**src/rtl/gdd_pkg.sv**
```systemverilog
// Gregorian date difference: shared widths, constants, stage-enable types and month tables.
// No dependencies; imported by every module of the block.
package gdd_pkg;

    localparam int DAY_W    = 5;
    localparam int MONTH_W  = 4;
    localparam int YEAR_W   = 14;
    localparam int DIFF_W   = 23;
    localparam int MAX_YEAR = 9999;

    // serial day number, wide enough for any 14-bit year
    localparam int DN_W     = 23;
    localparam int DELTA_W  = DN_W + 1;
    localparam int SUM_W    = DELTA_W + 1;
    localparam int DIFF_MAX = 2 ** (DIFF_W - 1) - 1;

    // y / 100 as (y * 5243) >> 19, exact for y below 43690
    localparam int DIV100_MUL   = 5243;
    localparam int DIV100_SHIFT = 19;
    localparam int MUL_W        = YEAR_W + 14;
    localparam int Q100_W       = YEAR_W - 6;
    localparam int OFF_W        = 9;

    localparam int DAYS_PER_YEAR = 365;
    localparam int FEB_LEAP_DAYS = 29;

    localparam logic [MONTH_W-1:0] MONTH_JAN = MONTH_W'(1);
    localparam logic [MONTH_W-1:0] MONTH_FEB = MONTH_W'(2);
    localparam logic [MONTH_W-1:0] MONTH_DEC = MONTH_W'(12);

    typedef logic [DAY_W-1:0] month_days_t [16];
    typedef logic [OFF_W-1:0] month_off_t [16];

    // month lengths, non-leap; unused codes read as zero
    localparam month_days_t MONTH_DAYS = '{
        5'd0,  5'd31, 5'd28, 5'd31, 5'd30, 5'd31, 5'd30, 5'd31,
        5'd31, 5'd30, 5'd31, 5'd30, 5'd31, 5'd0,  5'd0,  5'd0
    };

    // days from March 1 to the first of each month, March-based year
    localparam month_off_t MONTH_OFFSET = '{
        9'd0,   9'd306, 9'd337, 9'd0,   9'd31,  9'd61,  9'd92,  9'd122,
        9'd153, 9'd184, 9'd214, 9'd245, 9'd275, 9'd0,   9'd0,   9'd0
    };

    typedef struct packed {
        logic s1;
        logic s2;
        logic s3;
    } gdd_dn_en_t;

    typedef struct packed {
        logic s4;
        logic s5;
    } gdd_diff_en_t;

endpackage

```
**src/rtl/gdd_day_num.sv**
```systemverilog
// Three-stage serial day number of one date, with date validity check.
// Depends on gdd_pkg; stage enables come from the top-level flow control.
module gdd_day_num (
    input  logic                      clk,
    input  gdd_pkg::gdd_dn_en_t       en,
    input  logic [gdd_pkg::DAY_W-1:0]   day,
    input  logic [gdd_pkg::MONTH_W-1:0] month,
    input  logic [gdd_pkg::YEAR_W-1:0]  year,
    output logic [gdd_pkg::DN_W-1:0]    day_num,
    output logic                        date_ok
);
    import gdd_pkg::*;

    logic [DAY_W-1:0]   d1_reg;
    logic [MONTH_W-1:0] m1_reg;
    logic [YEAR_W-1:0]  y1_reg;
    logic [MUL_W-1:0]   prod1_reg;

    logic [Q100_W-1:0]  q100;
    logic [YEAR_W-1:0]  r100;
    logic               leap;
    logic [DAY_W-1:0]   mlen;
    logic               early;
    logic               ok_next;
    logic [YEAR_W-1:0]  yy_next;
    logic [Q100_W-1:0]  qy_next;

    logic [YEAR_W-1:0]  yy2_reg;
    logic [Q100_W-1:0]  qy2_reg;
    logic [OFF_W-1:0]   off2_reg;
    logic [DAY_W-1:0]   d2_reg;
    logic               ok2_reg;

    logic [DN_W-1:0]    dn_next;
    logic [DN_W-1:0]    dn3_reg;
    logic               ok3_reg;

    always_ff @(posedge clk)
    begin
        if (en.s1)
        begin
            d1_reg    <= day;
            m1_reg    <= month;
            y1_reg    <= year;
            prod1_reg <= MUL_W'(year) * MUL_W'(DIV100_MUL);
        end
    end

    always_comb
    begin
        q100    = prod1_reg[DIV100_SHIFT +: Q100_W];
        r100    = y1_reg - YEAR_W'(YEAR_W'(q100) * YEAR_W'(100));
        leap    = (y1_reg[1:0] == 2'b00) && ((r100 != '0) || (q100[1:0] == 2'b00));
        mlen    = (m1_reg == MONTH_FEB && leap) ? DAY_W'(FEB_LEAP_DAYS) : MONTH_DAYS[m1_reg];
        ok_next = (m1_reg >= MONTH_JAN) && (m1_reg <= MONTH_DEC)
                  && (y1_reg != '0) && (y1_reg <= YEAR_W'(MAX_YEAR))
                  && (d1_reg != '0) && (d1_reg <= mlen);
        early   = (m1_reg <= MONTH_FEB);
        yy_next = early ? y1_reg - YEAR_W'(1) : y1_reg;
        qy_next = (early && r100 == '0) ? q100 - Q100_W'(1) : q100;
    end

    always_ff @(posedge clk)
    begin
        if (en.s2)
        begin
            yy2_reg  <= yy_next;
            qy2_reg  <= qy_next;
            off2_reg <= MONTH_OFFSET[m1_reg];
            d2_reg   <= d1_reg;
            ok2_reg  <= ok_next;
        end
    end

    // 365*yy + yy/4 - yy/100 + yy/400 + month offset + day - 1
    assign dn_next = DN_W'(yy2_reg) * DN_W'(DAYS_PER_YEAR)
                     + DN_W'(yy2_reg >> 2)
                     + DN_W'(qy2_reg >> 2)
                     - DN_W'(qy2_reg)
                     + DN_W'(off2_reg)
                     + DN_W'(d2_reg)
                     - DN_W'(1);

    always_ff @(posedge clk)
    begin
        if (en.s3)
        begin
            dn3_reg <= dn_next;
            ok3_reg <= ok2_reg;
        end
    end

    assign day_num = dn3_reg;
    assign date_ok = ok3_reg;

endmodule

```
**src/rtl/gdd_diff.sv**
```systemverilog
// Two-stage subtract, end-day adjust and saturation of the day-number difference.
// Depends on gdd_pkg; stage enables come from the top-level flow control.
module gdd_diff (
    input  logic                       clk,
    input  gdd_pkg::gdd_diff_en_t      en,
    input  logic [gdd_pkg::DN_W-1:0]   first_num,
    input  logic [gdd_pkg::DN_W-1:0]   second_num,
    input  logic                       both_ok,
    input  logic                       include_end,
    output logic signed [gdd_pkg::DIFF_W-1:0] diff,
    output logic                       invalid
);
    import gdd_pkg::*;

    logic signed [DELTA_W-1:0] delta4_reg;
    logic                      inc4_reg;
    logic                      bad4_reg;

    logic signed [SUM_W-1:0]   sum;
    logic signed [DIFF_W-1:0]  diff_next;
    logic signed [DIFF_W-1:0]  diff5_reg;
    logic                      bad5_reg;

    always_ff @(posedge clk)
    begin
        if (en.s4)
        begin
            delta4_reg <= $signed({1'b0, second_num}) - $signed({1'b0, first_num});
            inc4_reg   <= include_end;
            bad4_reg   <= !both_ok;
        end
    end

    // magnitude + include_end keeps the sign: subtract when negative, add otherwise
    always_comb
    begin
        if (delta4_reg < 0)
            sum = SUM_W'(delta4_reg) - SUM_W'(inc4_reg);
        else
            sum = SUM_W'(delta4_reg) + SUM_W'(inc4_reg);

        if (bad4_reg)
            diff_next = '0;
        else if (sum > $signed(SUM_W'(DIFF_MAX)))
            diff_next = DIFF_W'(DIFF_MAX);
        else if (sum < -$signed(SUM_W'(DIFF_MAX)))
            diff_next = -$signed(DIFF_W'(DIFF_MAX));
        else
            diff_next = DIFF_W'(sum);
    end

    always_ff @(posedge clk)
    begin
        if (en.s5)
        begin
            diff5_reg <= diff_next;
            bad5_reg  <= bad4_reg;
        end
    end

    assign diff    = diff5_reg;
    assign invalid = bad5_reg;

endmodule

```
**src/rtl/gregorian_date_difference_top.sv**
```systemverilog
// Gregorian date difference, top level: flow control, valid pipeline, assertions.
// Depends on gdd_pkg, gdd_day_num and gdd_diff.
//
// Input channel: in_valid / in_stall with the two dates and include_end_day.
// A transaction is taken at a rising edge with in_valid high and in_stall low.
// Output channel: out_valid / out_stall with day_difference (signed days from
// the first date to the second) and date_invalid (either date out of range;
// the difference is then zero).
// Five register stages: divide-by-100 multiply, calendar check and leap
// correction, day-number sum, subtract, end-day adjust with saturation.
// out_valid rises when a transaction reaches the last stage; one transaction per
// cycle is sustained while out_stall is low. Each stage advances when it is
// empty or the stage after it advances, so bubbles are squeezed out under stall.
// in_stall rises only when every stage holds an item and out_stall is high;
// a stalled result holds its value until taken.
// Reset clears all stage valid bits; the block is ready the cycle after.
module gregorian_date_difference_top (
    input  logic                          clk,
    input  logic                          rst_n,
    input  logic                          in_valid,
    output logic                          in_stall,
    input  logic [gdd_pkg::DAY_W-1:0]     first_day,
    input  logic [gdd_pkg::MONTH_W-1:0]   first_month,
    input  logic [gdd_pkg::YEAR_W-1:0]    first_year,
    input  logic [gdd_pkg::DAY_W-1:0]     second_day,
    input  logic [gdd_pkg::MONTH_W-1:0]   second_month,
    input  logic [gdd_pkg::YEAR_W-1:0]    second_year,
    input  logic                          include_end_day,
    output logic                          out_valid,
    input  logic                          out_stall,
    output logic signed [gdd_pkg::DIFF_W-1:0] day_difference,
    output logic                          date_invalid
);
    import gdd_pkg::*;

    localparam int STAGES = 5;

    logic [STAGES-1:0] v_reg;
    logic [STAGES-1:0] v_next;
    logic [STAGES-1:0] ready;

    logic inc1_reg;
    logic inc2_reg;
    logic inc3_reg;

    gdd_dn_en_t   dn_en;
    gdd_diff_en_t diff_en;

    logic [DN_W-1:0] first_num;
    logic [DN_W-1:0] second_num;
    logic            first_ok;
    logic            second_ok;

    always_comb
    begin
        ready[STAGES-1] = !v_reg[STAGES-1] || !out_stall;
        for (int i = STAGES - 2; i >= 0; i--)
            ready[i] = !v_reg[i] || ready[i+1];

        v_next[0] = ready[0] ? in_valid : v_reg[0];
        for (int i = 1; i < STAGES; i++)
            v_next[i] = ready[i] ? v_reg[i-1] : v_reg[i];
    end

    always_ff @(posedge clk or negedge rst_n)
    begin
        if (!rst_n)
            v_reg <= '0;
        else
            v_reg <= v_next;
    end

    assign dn_en.s1   = ready[0];
    assign dn_en.s2   = ready[1];
    assign dn_en.s3   = ready[2];
    assign diff_en.s4 = ready[3];
    assign diff_en.s5 = ready[4];

    always_ff @(posedge clk)
    begin
        if (dn_en.s1)
            inc1_reg <= include_end_day;
        if (dn_en.s2)
            inc2_reg <= inc1_reg;
        if (dn_en.s3)
            inc3_reg <= inc2_reg;
    end

    gdd_day_num u_first (
        .clk     (clk),
        .en      (dn_en),
        .day     (first_day),
        .month   (first_month),
        .year    (first_year),
        .day_num (first_num),
        .date_ok (first_ok)
    );

    gdd_day_num u_second (
        .clk     (clk),
        .en      (dn_en),
        .day     (second_day),
        .month   (second_month),
        .year    (second_year),
        .day_num (second_num),
        .date_ok (second_ok)
    );

    gdd_diff u_diff (
        .clk         (clk),
        .en          (diff_en),
        .first_num   (first_num),
        .second_num  (second_num),
        .both_ok     (first_ok && second_ok),
        .include_end (inc3_reg),
        .diff        (day_difference),
        .invalid     (date_invalid)
    );

    assign in_stall  = !ready[0];
    assign out_valid = v_reg[STAGES-1];

    a_invalid_zero: assert property (@(posedge clk) disable iff (!rst_n)
        out_valid && date_invalid |-> day_difference == '0)
        else $error("invalid date with nonzero difference");

    a_stall_only_full: assert property (@(posedge clk) disable iff (!rst_n)
        in_stall |-> out_valid && out_stall && (&v_reg))
        else $error("input stalled with room in the pipeline");

    a_saturated_range: assert property (@(posedge clk) disable iff (!rst_n)
        out_valid |-> day_difference != -$signed(DIFF_W'(DIFF_MAX)) - DIFF_W'(1))
        else $error("difference beyond saturation limit");

endmodule
```
**config.mk**
```make
export PLATFORM = sky130hd
export DESIGN_NAME = gregorian_date_difference_top
export DESIGN_NICKNAME = d
export VERILOG_FILES = /design/src/rtl/gdd_pkg.sv /design/src/rtl/gdd_day_num.sv /design/src/rtl/gdd_diff.sv /design/src/rtl/gregorian_date_difference_top.sv
export SDC_FILE = /design/constraint.sdc
export NUM_CORES = 1
export LEC_CHECK = 0
export ABC_AREA = 1
export BUFFER_PORTS_ARGS = -buffer_cell sky130_fd_sc_hd__buf_2
export CELL_PAD_IN_SITES_DETAIL_PLACEMENT = 1
export CELL_PAD_IN_SITES_GLOBAL_PLACEMENT = 2
export CORE_MARGIN = 8
export CORE_UTILIZATION = 46
export CTS_BUF_LIST = sky130_fd_sc_hd__clkbuf_4 sky130_fd_sc_hd__clkbuf_8
export DETAILED_ROUTE_END_ITERATION = 6
export PLACE_DENSITY = 0.89
export SLEW_MARGIN = 20
export SYNTH_ARGS = -nofsm -noshare
export SYNTH_HDL_FRONTEND = slang
export SYNTH_HIERARCHICAL = 1
export SYNTH_SLANG_ARGS = --single-unit
export TNS_END_PERCENT = 10
```
**constraint.sdc**
```tcl
create_clock -name clk -period 12.75 [get_ports clk]
set_input_delay 0.6375 -clock clk [delete_from_list [all_inputs] [get_ports clk]]
set_output_delay 0.6375 -clock clk [all_outputs]
set_load 0.02 [all_outputs]
```
==> impl_metrics.json, run 1 <==
{
  "grt_max_degree": 77,
  "outcome": "completed",
  "ys_top_cells_by_area": "edfxtp_1 22%, ha_1 22%, fa_1 20%, inv_1 9.8%, nand2_1 7.0%",
  "synth_area_leader_cell": "edfxtp_1",
  "coreArea_um2": 68470,
  "max_stage_delay_ps": 480,
  "synth_edf_count": 237,
  "path_clk_slew_ps": 60,
  "fp.dieH_um": 278.6,
  "maxCapViolCount": 0,
  "clk_path_buf_depth": 3,
  "synth_cell_types": 60,
  "syn_area_um2": 31720,
  "clk_latency_ps": 650,
  "final_layout_size_suffix_gt1_share_pct": 6.466,
  "crit_path_top_delay_cell": "edfxtp_1",
  "final_antenna_net_count": 0,
  "finish.net_count": 4549,
  "cp_common_cell": "ha_1",
  "arrival_ps": 5940,
  "root_buffer": "clkbuf_8",
  "fin_skew_ps": 67.06,
  "holdWs_ps": 168.6,
  "grt_pass1_wl_um": 139000,
  "end_kind": "register",
  "hpwlAfterDp_um": 73130,
  "h-tree-depth": 2,
  "io_buffers": 76,
  "cp_max_fo": 5,
  "track_usage_pct": 21.97,
  "first_pass_iters": 5,
  "cp.required_ps": 13220,
  "first_iter_violations": 797,
  "avgSynthCellArea_um2": 9.074,
  "cts_inserted_buffers": 46,
  "fin_crit_ps": 5471,
  "wl_per_cell_um": 18.54,
  "use_met1_pct": 26.88,
  "synth_top_area_share_pct": 22.44,
  "tritoncts": "built",
  "worstSetupPathType": "reg2reg",
  "drc": 0,
  "rows": 96,
  "fin_crit_sh_pct": 42.91,
  "gr-usage-met3_pct": 2.429,
  "via_per_inst": 5.151,
  "cp_cell_sequence": "inv_1 -> ha_1 -> ha_1 -> fa_1 -> ha_1 -> or2_2 -> nand2_1 -> xor2_1 -> ha_1 -> nand2_1 -> inv_1 -> a21oi_1 -> nand3_1 -> nand2_1 -> nand3_1 -> nor2_1 -> nand4_1 -> a21oi_1 -> ha_1 -> a21oi_1 -> o221ai_1 -> a211oi_1",
  "hold_class": "in2reg",
  "relSlewSlack_pct": 28.42,
  "rsz0062_at_grt": "no",
  "place_congestion": 0.8906,
  "use_met2_pct": 40.48,
  "die_area_um2": 77620,
  "largest_reg_flops": 24,
  "syn_nets": 4429,
  "cp-start-kind": "register",
  "synthArstFlopShare_pct": 2.066,
  "final-setup-viol-count": 0,
  "ys_dominant_reg_cell": "edfxtp_1",
  "ys_ff_latch": 242,
  "yosysSeqAreaShare_pct": 22.83,
  "io_pins": 77,
  "busiest_layer": "met2",
  "initial_core_util_pct": 46.33,
  "cts_num_sinks": 242,
  "worstMarginPinSlew_ps": 1074,
  "report.final.slew_viol_count": 0,
  "area_growth_pct": 7.309,
  "dr_total_vias": 23360,
  "die_x_um": 278.6,
  "grt_pass1_vias": 26720,
  "antenna_found_initial": 4,
  "hold_viol_final": 0,
  "fin_setup_tns_ps": 0,
  "clock.fmax_mhz": 182.8,
  "routed_wl_um": 84100,
  "yosysWarnings": 6,
  "syn_inst": 3496,
  "grt.overflow.total": 0
}
## critical path: cells and delay by family (launching register included)
kind | cells | cell delay, ps
xor+xnor | 1 | 280
flops | 1 | 480
compound gates | 5 | 1100
fa+ha+maj | 6 | 2150
buf+inv | 2 | 220
simple gates | 8 | 1140
## kinds of logic (layout without fill, tap and decap cells)
family,count (synthesis),after routing,synth area share [%]
XOR/XNOR,135,135,3.751
flip-flops,242,242,22.83
AO/OA/AOI/OAI,328,328,6.051
other,0,3,0
adder cells (fa/ha/maj),882,882,42.22
AND/OR/NAND/NOR,1068,1068,15.06
buffers and inverters,841,995,10.09
## metal layers
layer  share of wire [%]  wire [µm]
met5                   0          0
met4                 2.6       2208
met3                 2.6       2173
met2                  51      43230
met1                  43      36480
## per-stage QoR
step | cell area, µm² | setup WS, ps | instances | util, %
floorplan | 31720 | 7787 | 3496 | -
global placement | 33170 | 7366 | 4449 | 48.45
detailed placement | 33170 | 7213 | 4449 | 48.45
CTS | 34030 | 7226 | 4532 | 49.70
global route | 34040 | 6825 | 4535 | 49.72
finish | 34040 | 7279 | 4535 | 49.72
## worst paths after layout
kind,startpoint,end,slack (ps),cells past startpoint
hold / removal,first_day[4],u_first/d1_reg[4]$_DFFE_PP_,170,1
max in group asynchronous,rst_n,v_reg[4]$_DFFE_PN0P_,12240,2
hold reg to reg,inc1_reg$_DFFE_PP_,inc2_reg$_DFFE_PP_,420,0
min in group asynchronous,rst_n,v_reg[2]$_DFFE_PN0P_,370,2
setup reg to reg,u_first/prod1_reg[21]$_DFFE_PP_,u_first/ok2_reg$_DFFE_PP_,7280,22
setup / recovery,u_first/prod1_reg[21]$_DFFE_PP_,u_first/ok2_reg$_DFFE_PP_,7280,22
## cells in the final DEF (no fill, tap or decap), types with 16 or more instances in the layout
| cell type | n |
|---|---|
| xnor2_1 | 40 |
| nand2_2 | 22 |
| a21oi_1 | 152 |
| ha_1 | 568 |
| edfxtp_1 | 237 |
| nor2_1 | 171 |
| fa_1 | 314 |
| xor2_1 | 94 |
| buf_2 | 76 |
| nor3_1 | 35 |
| nand2_1 | 592 |
| nand4_1 | 47 |
| inv_1 | 826 |
| o21ai_0 | 77 |
| a21o_1 | 18 |
| o21bai_1 | 16 |
| clkbuf_8 | 47 |
| nand3_1 | 137 |
## area by class of cell
cell class | instances | area (µm²)
fillers | 8036 | 34430
multi-input cells | 2413 | 21290
flip-flops and latches | 242 | 7242
inverters | 834 | 3141
well taps | 882 | 1104
clock buffers | 59 | 737.0
repair buffers | 79 | 405.4
clock inverters | 23 | 111.4
diodes | 3 | 7.507
## synthesized netlist by cell type, drive strengths merged, types with 2 or more instances
cell     instances
a21boi           3
o2111ai          3
edfxtp         237
nor4             6
o221a            2
nand2          617
a221oi           3
xnor2           40
fa             314
xor2            95
a211oi           5
nand3          152
inv            834
o211ai          10
or2              4
o21a             8
a21oi          156
buf              7
a31oi            9
nand4           51
ha             568
o31ai            4
nor2           190
dfrtp            5
nand3b           6
o21bai          16
o211a            2
o21ai           86
a21o            18
nor3            40
## timing repair
action                                 CTS  global route
gates resized for setup                  0             0
setup buffers                            0             0
endpoints found under the hold margin    5             0
hold buffers                             1             0
Power of run 1 is left out: the tool's default activity adds up to more than one toggle a clock period on the data nets, which glitch-free logic cannot reach.
==> inputs of run 2 (changes only) <==
- ABC_AREA: 1 -> 0
- CORE_UTILIZATION: 46 -> 45
- PLACE_DENSITY: 0.89 -> 0.83
- clock period: 12.75 -> 5.4 ns (I/O delays scaled with it)
==> run 2 against run 1 <==
- the flow now finishes with violations (negative setup slack)
- global-route usage shrank 2.2 points
- sequential cell count is the same
- first-iteration DRC count shrank 26%
==> impl_metrics.json, run 2 <==
{
  "grt_pass1_vias": 23700,
  "arrival_ps": 5820,
  "finish.net_count": 3989,
  "yosysMostFrequentCell": "inv_1",
  "whs_path_depth": 2,
  "worstSetupPathType": "reg2reg",
  "ys_ff_latch": 242,
  "final_common_cell": "inv_1",
  "dr_total_vias": 20740,
  "die_area_um2": 74290,
  "holdWs_ps": 78.76,
  "maxCapViolCount": 0,
  "cp-start-kind": "register",
  "die_x_um": 272.6,
  "grt.overflow.total": 0,
  "rsz0062_at_grt": "yes",
  "clk_latency_ps": 630,
  "h-tree-depth": 2,
  "synth_edf_count": 237,
  "syn_area_um2": 29620,
  "routed_wl_um": 74630,
  "cts_inserted_buffers": 48,
  "reg2reg_to": "u_first/day_num[21]$_DFFE_PP_",
  "timing.rr.start": "u_first/yy2_reg[4]$_DFFE_PP_",
  "fp.dieH_um": 272.6,
  "first_iter_violations": 590,
  "final_antenna_net_count": 0,
  "path_clk_slew_ps": 60,
  "largest_reg_flops": 24,
  "yosys-top-cells-count": "579 x inv_1, 568 x ha_1, 314 x fa_1, 237 x edfxtp_1, 115 x a21oi_1",
  "fin_ws_ps": -67.89,
  "fin_crit_sh_pct": 101.3,
  "antenna_found_initial": 3,
  "hold_viol_final": 0,
  "wl_per_cell_um": 18.84,
  "io_pins": 77,
  "cp.required_ps": 5750,
  "place_congestion": 0.8520,
  "synthArstFlopShare_pct": 2.066,
  "relSlewSlack_pct": 30.55,
  "initial_core_util_pct": 45.22,
  "fin_crit_ps": 5468,
  "grt_max_degree": 76,
  "mostFrequentLayoutCells": "566 x inv_1, 536 x ha_1, 306 x fa_1",
  "outcome": "finished, violations left",
  "end_kind": "register",
  "final-setup-viol-count": 5,
  "r2r_slack_ps": -70,
  "synth_top_area_share_pct": 24.03,
  "worstMarginPinSlew_ps": 1042,
  "via_per_inst": 5.237,
  "clock.fmax_mhz": 182.9,
  "hpwlAfterDp_um": 61620,
  "clk_path_buf_depth": 3,
  "fin_skew_ps": 35.17,
  "tritoncts": "built",
  "rows": 94,
  "fin_setup_tns_ps": -271.9,
  "final_layout_size_suffix_gt1_share_pct": 16.35,
  "grt_pass1_wl_um": 120200,
  "drc": 0,
  "yosysSeqAreaShare_pct": 24.45,
  "hold_class": "in2reg",
  "synth_cell_types": 100,
  "syn_inst": 2721,
  "report.final.slew_viol_count": 0,
  "io_buffers": 76,
  "root_buffer": "clkbuf_8",
  "area_growth_pct": 16.75,
  "avgSynthCellArea_um2": 10.89,
  "synth_area_leader_cell": "edfxtp_1",
  "cts_num_sinks": 242,
  "ys_top_cells_by_area": "edfxtp_1 24%, ha_1 24%, fa_1 21%, inv_1 7.3%, xnor2_1 3.3%",
  "syn_nets": 3654,
  "track_usage_pct": 19.80,
  "violations": "negative setup slack",
  "cp_max_fo": 5,
  "min_to": "u_first/y1_reg[2]$_DFFE_PP_",
  "coreArea_um2": 65510,
  "yosysWarnings": 6,
  "min_from": "first_year[2]",
  "ys_dominant_reg_cell": "edfxtp_1",
  "first_pass_iters": 4,
  "reg2regPathDepth": 16
}
==> run 2: cell count changes after synthesis, moves of 32 or more <==
cell,change
xnor2_1,+71
nand3_1,-108
xor2_1,-47
nand2b_1,+32
inv_1,-247
nand2_1,-511
nor2_1,-80
a21oi_1,-37
==> run 2: timing repair <==
item / 4_1_cts / 5_1_grt
pin swaps: 47 / 69
hold buffers: 45 / 0
setup buffers: 12 / 20
endpoints found under the setup margin: 19 / 22
gates resized for setup: 58 / 81
hold endpoints to repair: 48 / 0
==> run 2: cell type report <==
| type | instances | area [µm²] |
|---|---|---|
| timing repair buffer | 303 | 2238 |
| clock buffer | 61 | 764.5 |
| multi-input combinational | 1882 | 20850 |
| inverter | 579 | 2173 |
| tap | 864 | 1081 |
| fill | 7057 | 30930 |
| clock inverter | 27 | 222.7 |
| antenna | 3 | 7.507 |
| sequential | 242 | 7242 |
==> run 2: how the worst max path moves through the flow <==
| stage | slack, ps | startpoint | end | cells past startpoint |
|---|---|---|---|---|
| detailed placement | -380 | u_first/prod1_reg[21]$_DFFE_PP_ | u_first/ok2_reg$_DFFE_PP_ | 25 |
| CTS | -80 | u_first/yy2_reg[4]$_DFFE_PP_ | u_first/day_num[22]$_DFFE_PP_ | 19 |
| global placement | -200 | u_first/yy2_reg[7]$_DFFE_PP_ | u_first/day_num[22]$_DFFE_PP_ | 18 |
| finish | -70 | u_first/yy2_reg[4]$_DFFE_PP_ | u_first/day_num[21]$_DFFE_PP_ | 16 |
| global route | -280 | u_second/yy2_reg[5]$_DFFE_PP_ | u_second/day_num[21]$_DFFE_PP_ | 18 |
| floorplan | 1 | u_second/yy2_reg[8]$_DFFE_PP_ | u_second/day_num[19]$_DFFE_PP_ | 19 |
==> run 2: per-stage QoR <==
step | setup slack (ps) | cells | utilization [%] | instance area, µm²
after floorplan | 0.9952 | 2721 | - | 29630
after global placement | -204.4 | 3795 | 49.06 | 32140
after detailed placement | -380.4 | 3795 | 49.06 | 32140
after CTS | -78.48 | 3939 | 51.84 | 33960
after global routing | -275.1 | 3961 | 52.79 | 34580
final | -67.89 | 3961 | 52.79 | 34580
==> run 2: layer usage <==
| metal | global-route usage [%] | wire [µm] | up-vias |
|---|---|---|---|
| li1 | - | - | 9887 |
| met3 | 2.517 | 2081 | 121 |
| met1 | 23.46 | 30940 | 10460 |
| met5 | 0 | 0 | - |
| met4 | 5.984 | 2120 | 0 |
| met2 | 37.00 | 39490 | 273 |
==> run 2: cell families (layout without fill, tap and decap cells) <==
logic type               after synthesis  in the layout  share of synthesized area, %
flip-flops                           242            242                         24.45
buffers and inverters                597            970                         7.721
multiplexers                           6              6                        0.2872
adder cells (fa/ha/maj)              882            882                         45.21
XOR/XNOR                             160            160                         4.824
other                                  0              3                             0
AO/OA/AOI/OAI                        426            426                         10.17
AND/OR/NAND/NOR                      408            408                         7.341
==> run 2: worst max-delay path, cell delays in order, from the launching register on <==
cell       delay (ps)
edfxtp_1          530
fa_2              600
fa_1              440
ha_1              350
fa_1              480
fa_1              520
fa_2              580
ha_4              150
a21o_1            170
buf_4             140
o2bb2ai_4         110
o221a_1           270
nor2_4             60
o311a_1           350
o21bai_1          180
a21oi_1           100
xnor2_1           140
Power of run 2 is left out for the same reason.
